## src/rtl/assert_macros.svh

```systemverilog
// Assertion macros shared by the sampler RTL.
// Every macro samples on clock and is disabled while reset is high.
`ifndef ASSERT_MACROS_SVH
`define ASSERT_MACROS_SVH

// plain property
`define USWR_ASSERT(lbl, prop, msg) \
   lbl: assert property (@(posedge clock) disable iff (reset) (prop)) \
      else $error(msg);

// same-cycle implication
`define USWR_ASSERT_IMPLY(lbl, ante, cons, msg) \
   lbl: assert property (@(posedge clock) disable iff (reset) (ante) |-> (cons)) \
      else $error(msg);

// next-cycle implication
`define USWR_ASSERT_NEXT(lbl, ante, cons, msg) \
   lbl: assert property (@(posedge clock) disable iff (reset) (ante) |=> (cons)) \
      else $error(msg);

`endif

```

## src/rtl/uswr_pkg.sv

```systemverilog
// Shared widths, codes and controller/datapath bundles for the sampler.
// No dependencies.
`timescale 1ns / 1ps

package uswr_pkg;

   localparam int OP_W   = 2;
   localparam int WORD_W = 31;
   localparam int POS_W  = 10;
   localparam int CNT_W  = 11;
   localparam int ST_W   = 2;

   localparam int REQ_TDATA_W = ((WORD_W + POS_W + 7) / 8) * 8;
   localparam int RSP_TDATA_W = ((POS_W + CNT_W + 7) / 8) * 8;

   localparam int POOL_MAX_DEFAULT = 1024;
   localparam logic [CNT_W-1:0] POOL_COUNT_RESET = 11'd1024;

   typedef logic [OP_W-1:0] op_type;
   localparam op_type OP_DRAW   = 2'd0;
   localparam op_type OP_DELETE = 2'd1;
   localparam op_type OP_RESET  = 2'd2;

   typedef logic [ST_W-1:0] status_type;
   localparam status_type ST_OK        = 2'd0;
   localparam status_type ST_EXHAUSTED = 2'd1;
   localparam status_type ST_ORDER     = 2'd2;

   typedef struct packed {
      logic capture;
      logic mod_start;
      logic set_slot;
      logic rd_en;
      logic wr_a;
      logic wr_b;
      logic sweep_wr;
      logic finish;
   } cmd_type;

   typedef struct packed {
      op_type op;
      logic   exhausted;
      logic   order_bad;
      logic   mod_done;
      logic   sweep_last;
      logic   out_free;
   } stat_type;

endpackage

```

## src/rtl/uswr_ctrl.sv

```systemverilog
// Sampler controller: sequences clear pass, remainder, swap, restore sweep and result.
// Depends on uswr_pkg.
`timescale 1ns / 1ps

module uswr_ctrl
   import uswr_pkg::*;
(
   input  logic     clock,
   input  logic     reset,
   input  logic     req_valid,
   output logic     req_ready,
   input  stat_type stat,
   output cmd_type  cmd
);

   typedef enum logic [3:0] {
      S_CLEAR,
      S_IDLE,
      S_DECODE,
      S_MOD,
      S_READ,
      S_EVAL,
      S_WR_A,
      S_WR_B,
      S_SWEEP,
      S_FINISH
   } state_type;

   state_type state_ff, state_in;

   always_comb begin
      cmd      = '0;
      state_in = state_ff;
      case (state_ff)
         S_CLEAR: begin
            cmd.sweep_wr = 1'b1;
            if (stat.sweep_last) begin
               state_in = S_IDLE;
            end
         end
         S_IDLE: begin
            if (req_valid) begin
               cmd.capture = 1'b1;
               state_in    = S_DECODE;
            end
         end
         S_DECODE: begin
            case (stat.op)
               OP_DRAW: begin
                  if (stat.exhausted) begin
                     state_in = S_FINISH;
                  end else begin
                     cmd.mod_start = 1'b1;
                     state_in      = S_MOD;
                  end
               end
               OP_DELETE: begin
                  if (stat.exhausted) begin
                     state_in = S_FINISH;
                  end else begin
                     cmd.set_slot = 1'b1;
                     state_in     = S_READ;
                  end
               end
               OP_RESET: begin
                  state_in = S_SWEEP;
               end
               default: begin
                  state_in = S_FINISH;
               end
            endcase
         end
         S_MOD: begin
            if (stat.mod_done) begin
               cmd.set_slot = 1'b1;
               state_in     = S_READ;
            end
         end
         S_READ: begin
            cmd.rd_en = 1'b1;
            state_in  = S_EVAL;
         end
         S_EVAL: begin
            if (stat.op == OP_DELETE && stat.order_bad) begin
               state_in = S_FINISH;
            end else begin
               state_in = S_WR_A;
            end
         end
         S_WR_A: begin
            cmd.wr_a = 1'b1;
            state_in = S_WR_B;
         end
         S_WR_B: begin
            cmd.wr_b = 1'b1;
            state_in = S_FINISH;
         end
         S_SWEEP: begin
            cmd.sweep_wr = 1'b1;
            if (stat.sweep_last) begin
               state_in = S_FINISH;
            end
         end
         S_FINISH: begin
            if (stat.out_free) begin
               cmd.finish = 1'b1;
               state_in   = S_IDLE;
            end
         end
         default: begin
            state_in = S_IDLE;
         end
      endcase
   end

   always_ff @(posedge clock) begin
      if (reset) begin
         state_ff <= S_CLEAR;
      end else begin
         state_ff <= state_in;
      end
   end

   assign req_ready = state_ff == S_IDLE;

endmodule

```

## config.mk

```make
export PLATFORM = sky130hd
export DESIGN_NAME = uswr_ctrl
export DESIGN_NICKNAME = d
export VERILOG_FILES = /design/src/rtl/assert_macros.svh /design/src/rtl/uswr_pkg.sv /design/src/rtl/uswr_ctrl.sv
export SDC_FILE = /design/constraint.sdc
export NUM_CORES = 1
export LEC_CHECK = 0
export ABC_AREA = 1
export BUFFER_PORTS_ARGS = -buffer_cell sky130_fd_sc_hd__buf_4
export CAP_MARGIN = 15
export CORE_AREA = 2 2 39 41
export DETAILED_ROUTE_END_ITERATION = 7
export DIE_AREA = 0 0 41 43
export PLACE_DENSITY = 0.7
export RECOVER_POWER = 100
export SYNTH_ARGS = -nofsm -noshare
export SYNTH_HDL_FRONTEND = slang
export SYNTH_SLANG_ARGS = --single-unit
```

## constraint.sdc

```tcl
create_clock -name clock -period 2.5 [get_ports clock]
set_input_delay 0.25 -clock clock [delete_from_list [all_inputs] [get_ports clock]]
set_output_delay 0.25 -clock clock [all_outputs]
set_load 0.02 [all_outputs]
```

==> results of run 1 <==
## cell usage after synthesis
master / instances / area share, %
nand3b_1: 1 / 1.8
nand3_1: 8 / 9.4
nor2_2: 3 / 4.4
nor3_2: 1 / 2.3
dfxtp_1: 4 / 19
inv_1: 16 / 14
nor2_1: 20 / 18
nor3_1: 2 / 2.3
o21bai_1: 1 / 1.8
and2_1: 1 / 1.5
a21oi_1: 3 / 3.5
o21ai_0: 1 / 1.2
o22ai_1: 1 / 1.5
nand2_1: 23 / 20
## stage by stage
stage | instances | worst slack (ps) | area, sq um
after floorplan | 85 | 1180 | 428
after global placement | 119 | 1150 | 583
after detailed placement | 119 | 1130 | 583
after CTS | 122 | 871 | 606
after global routing | 122 | 558 | 567
final | 122 | 728 | 567
## metal layers
metal / part of all wire, % / routed length [um] / up-vias / GRT usage (%)
met5: 0 / 0 / - / 0
met4: 1.5 / 16 / 0 / 12.0
met3: 5.7 / 63 / 2 / 4.71
met2: 48 / 534 / 13 / 22.2
met1: 44 / 488 / 232 / 20.9
li1: - / - / 304 / -
## where the power goes
part           switching, mW  internal, mW  total, mW
clock network         0.0309        0.0540     0.0849
logic                 0.0811        0.0449      0.126
registers            0.00899        0.0711     0.0801
## kinds of logic after synthesis
kind of cell,after synthesis,synth area share [%]
buf+inv,16,14.0
simple gates,59,59.4
flops,4,18.7
compound gates,6,7.89
## layout make-up
cell class	count	area, sq um
Sequential cell	4	80.1
Timing Repair Buffer	18	109
Clock buffer	3	22.5
Multi-Input combinational cell	65	275
Inverter	16	60.1
Fill cell	164	817
Tap cell	16	20.0
## cells in the final DEF, fill, tap and decap left out
cell	instances
clkbuf_1	7
dfxtp_1	4
nor3_1	3
clkbuf_4	3
nand3_1	8
o22ai_1	1
buf_4	11
and2_1	1
nor2_1	23
nand2_1	23
o21bai_1	1
a21oi_1	3
nand3b_1	1
o21ai_0	1
inv_1	16
## worst min-delay path by stage
| stage | endpoint | depth (start not counted) | start |
|---|---|---|---|
| floorplan | state_ff[1] | 1 | reset |
| global placement | state_ff[3] | 2 | reset |
| detailed placement | state_ff[1] | 2 | reset |
| CTS | state_ff[1] | 2 | reset |
| global route | state_ff[1] | 2 | reset |
| finish | state_ff[1] | 2 | reset |
## worst register-to-register path, stage by stage, from the launching register on
cell and delay (ps):
dfxtp_1 320, nor2_1 340, nand2_1 130, nor3_1 200
nor2_1 80, nand2_1 70, nand2_1 50, nor2_1 80
==> impl_results.md, run 1 <==
* Max clock buf depth at 2
* Critical-path cell list: nor2_1 -> nand2_1 -> nor3_1 -> o21bai_1 -> buf_4
* Ports at 19
* Die Wd at 41 um
* Core area at 1380 sq um
* # clock sinks at 4
* Syn Area/Cell at 5.03 sq um
* CP delay by family, top: simple AND/OR/NAND/NOR gates
* Synth Register Bits at 4
* Final Hold Violating Endpoints at 0
* Worst EP required at 2250 ps
* Share of layout cells above drive strength 1 at 13.2%
* Final max-slew violation count at 0
* H-tree levels at 1
* Die Area at 1760 sq um
* Critical path arrival at 1520 ps
* Tcrit/Tclk final at 70.9%
* Total number of vias at 551
* WL final at 1100 um
* Resized Gates After CTS at 0
* DRC errors left at 0
* Worst Skew at 8.66 ps
* CP peak stage delay at 340 ps
* Top reg by flops: state_ff
* Final setup viols at 0
* Critical-path top delay cell: nor2_1
* Clock latency on the worst-skew pair at 250 ps
* Vias in the first global route at 490
* CP Class: register to primary output
* Post-Syn Instances at 85
* DR iter-0 viols at 12
* Run status: completed
* R2R Path End: state_ff[2]
* Layout area overhead at 32.5%
* Clock buffers created by TritonCTS at 3
* Final core occ at 41.0%
* Setup bufs post-CTS at 0
* Reg2reg start: state_ff[3]
* Clk slew on worst S/H paths at 40 ps
* Max_cap viols at 0
* RSZ-0062 raised after global routing: false
* Count of cell types in the netlist at 14
* CTS tree: built
* Root Buffer: clkbuf_4
* Ant diodes at 0
* Wire per inst at 9.03 um
* Grt total ovfl at 0
* Yosys warns at 0
* Vias per inst at 4.52
* Worst-margin pin slew at 392 ps
* Worst vdd ir at 0.253 mV
* Sum of buffers and inverters on the critical path at 1
* Port bufs at 18
* ANT nets after route at 0
* Final setup TNS at 0 ps
* HP Class: input pin to register
* Die Ht at 43 um
* Beginning of the critical path: state_ff[3]
* Std cell rows at 14
* Final RePlAce weighted congestion at 0.854
* CP Launch Type: register
* Power density over the cells at 513 nW/um^2
* Lkg Pwr at 0.330 nW
* CP Capture Type: primary output
* DP HPWL at 906 um
* Tot Pwr at 291 uW
* Mapped Nets at 95
* First-pass GRT wire length at 1920 um
* Worst Setup EP: cmd[5]
* Tmin final at 1770 ps
* # nets final at 118
* CTS Hold Bufs at 0
* Seq/Total Area, Yosys at 18.7%
* Initial antenna violation count at 0
* Min Hold Slack at 185 ps
* DRT Pass-1 Iters at 4
* R2R cell count at 7
* Flop2flop setup slack at 1160 ps
* Slew margin rel. at 73.8%
* Fmax at 564 MHz
* Worst Path Max Fanout at 7
* Cell Area, Synth at 428 sq um
* Largest net degree at the start of global routing at 8
* Total Routing Usage GR at 16.4%
* Effective utilization at floorplan at 30.9%
* Crit. path cell count at 5
* Largest registers: state_ff (4)
* Largest register FFs at 4
No activity file was read; power rests on OpenSTA's default activity.
==> run 2: changes to the inputs <==
- clock period: 2.5 -> 1.8 ns (I/O delays scaled with it)
==> run 2 against run 1 <==
Compared with the run above: clock skew down 4.6 ps; setup slack worse by 500 ps; clock-buffer cell count unchanged; clock power up 35%; worst hold slack worse by 58 ps; core utilization up 0.99 points; critical path depth up 1; largest cell class unchanged.
==> impl_results.md, run 2 (synthesis results as in run 1) <==
* Final setup viols at 0
* Reg area at 80.1 sq um
* Worst vdd ir at 0.318 mV
* DP HPWL at 910 um
* R2R Path End: state_ff[0]
* Reg2reg start: state_ff[3]
* Clk slew on worst S/H paths at 40 ps
* Ports at 19
* Top reg by flops: state_ff
* Fmax at 635 MHz
* Slew margin rel. at 82.8%
* Vias in the first global route at 494
* Max_cap viols at 0
* CTS Hold Bufs at 0
* CP peak stage delay at 380 ps
* Run status: completed
* Clock latency on the worst-skew pair at 240 ps
* Hold path depth at 2
* Min Hold Slack at 127 ps
* Setup bufs post-CTS at 0
* Root Buffer: clkbuf_4
* Largest net degree at the start of global routing at 8
* Effective utilization at floorplan at 30.9%
* Total Routing Usage GR at 15.4%
* Tmin final at 1580 ps
* First-pass GRT wire length at 1870 um
* Fin worst setup slack at 225 ps
* Resized Gates After CTS at 0
* CP Launch Type: register
* Std cell rows at 14
* DRC errors left at 0
* Largest register FFs at 4
* Final RePlAce weighted congestion at 0.820
* Grt total ovfl at 0
* Max clock buf depth at 2
* Wire per inst at 8.87 um
* WL final at 1080 um
* Lkg Pwr at 0.335 nW
* Share of layout cells above drive strength 1 at 17.0%
* CP Capture Type: primary output
* HP Class: input pin to register
* Critical path arrival at 1400 ps
* Final setup TNS at 0 ps
* Vias per inst at 4.73
* Total number of vias at 577
* # clock sinks at 4
* CP delay by family, top: simple AND/OR/NAND/NOR gates
* Flop2flop setup slack at 530 ps
* CTS tree: built
* Worst Hold Launch: reset
* Worst EP required at 1620 ps
* Clock buffers created by TritonCTS at 3
* Worst slack at placement at 492 ps
* R2R cell count at 8
* Critical-path cell list: inv_1 -> nor2_1 -> nand2_1 -> nor3_2 -> o21bai_1 -> buf_4
* Critical-path top delay cell: dfxtp_1
* # nets final at 118
* Port bufs at 18
* Core area at 1380 sq um
* DR iter-0 viols at 21
* Commonest non-fill, non-tap cell in the layout: nand2_1
* Die Area at 1760 sq um
* RSZ-0062 raised after global routing: false
* Worst-margin pin slew at 257 ps
* H-tree levels at 1
* Fillers at 159
* Worst Path Max Fanout at 5
* Initial antenna violation count at 0
* Ant diodes at 0
* Sum of buffers and inverters on the critical path at 2
* Die Wd at 41 um
* Most frequent cells in the layout: 23 x nand2_1, 21 x nor2_1, 16 x inv_1, 12 x buf_4, 8 x nand3_1
* DRT Pass-1 Iters at 4
* CP Class: register to primary output
* Tcrit/Tclk final at 87.5%
* Largest registers: state_ff (4)
* ANT nets after route at 0
* WHS Endpoint: state_ff[1]
* Die Ht at 43 um
* Layout area overhead at 35.7%
* Power density over the cells at 693 nW/um^2
* Worst Skew at 4.11 ps
* Final max-slew violation count at 0
* Final Hold Violating Endpoints at 0
* Multi-input logic area at 285 sq um
==> run 2: changes by cell type in the layout (fill, tap and decap cells not counted) <==
cell,before,now
buf_4,11,12
clkbuf_1,7,6
nor2_1,23,21
nor2_2,0,2
nor3_1,3,2
nor3_2,0,1
==> run 2: cell type report <==
| cell class | instances | share of cell area, % |
|---|---|---|
| tap | 16 | 3.45 |
| inverter | 16 | 10.3 |
| timing repair buffer | 18 | 19.4 |
| sequential | 4 | 13.8 |
| multi-input combinational | 65 | 49.1 |
| clock buffer | 3 | 3.88 |
==> run 2: how the worst max path moves through the flow <==
stage	start	end	slack, ps	cells past startpoint
CTS	state_ff[3]	cmd[5]	230	5
detailed placement	state_ff[3]	cmd[5]	490	5
global route	state_ff[1]	cmd[5]	50	6
global placement	state_ff[3]	cmd[5]	520	5
finish	state_ff[1]	cmd[5]	220	6
floorplan	state_ff[3]	state_ff[1]	500	7
==> run 2: layer usage <==
| metal | global-route usage, % | vias up | wire length, um |
|---|---|---|---|
| li1 | - | 305 | - |
| met1 | 20.3 | 247 | 471 |
| met2 | 22.5 | 23 | 531 |
| met3 | 3.14 | 2 | 73 |
| met4 | 8.00 | 0 | 6 |
| met5 | 0 | - | 0 |
==> run 2: report_power, final <==
part	switching, mW	total [mW]	internal, mW	leakage [nW]
sequential	0.0138	0.113	0.0988	0.0327
combinational	0.112	0.175	0.0631	0.289
clock	0.0397	0.115	0.0748	0.0138
==> run 2: through the flow <==
stage	std cells	area, sq um	total power [mW]	utilization (%)
2_1_floorplan	85	428	0.234	-
3_3_place_gp	119	583	0.300	42.1
3_5_place_dp	119	583	0.299	42.1
4_1_cts	122	606	0.417	43.8
5_1_grt	122	581	0.440	42.0
6_report	122	581	0.402	42.0
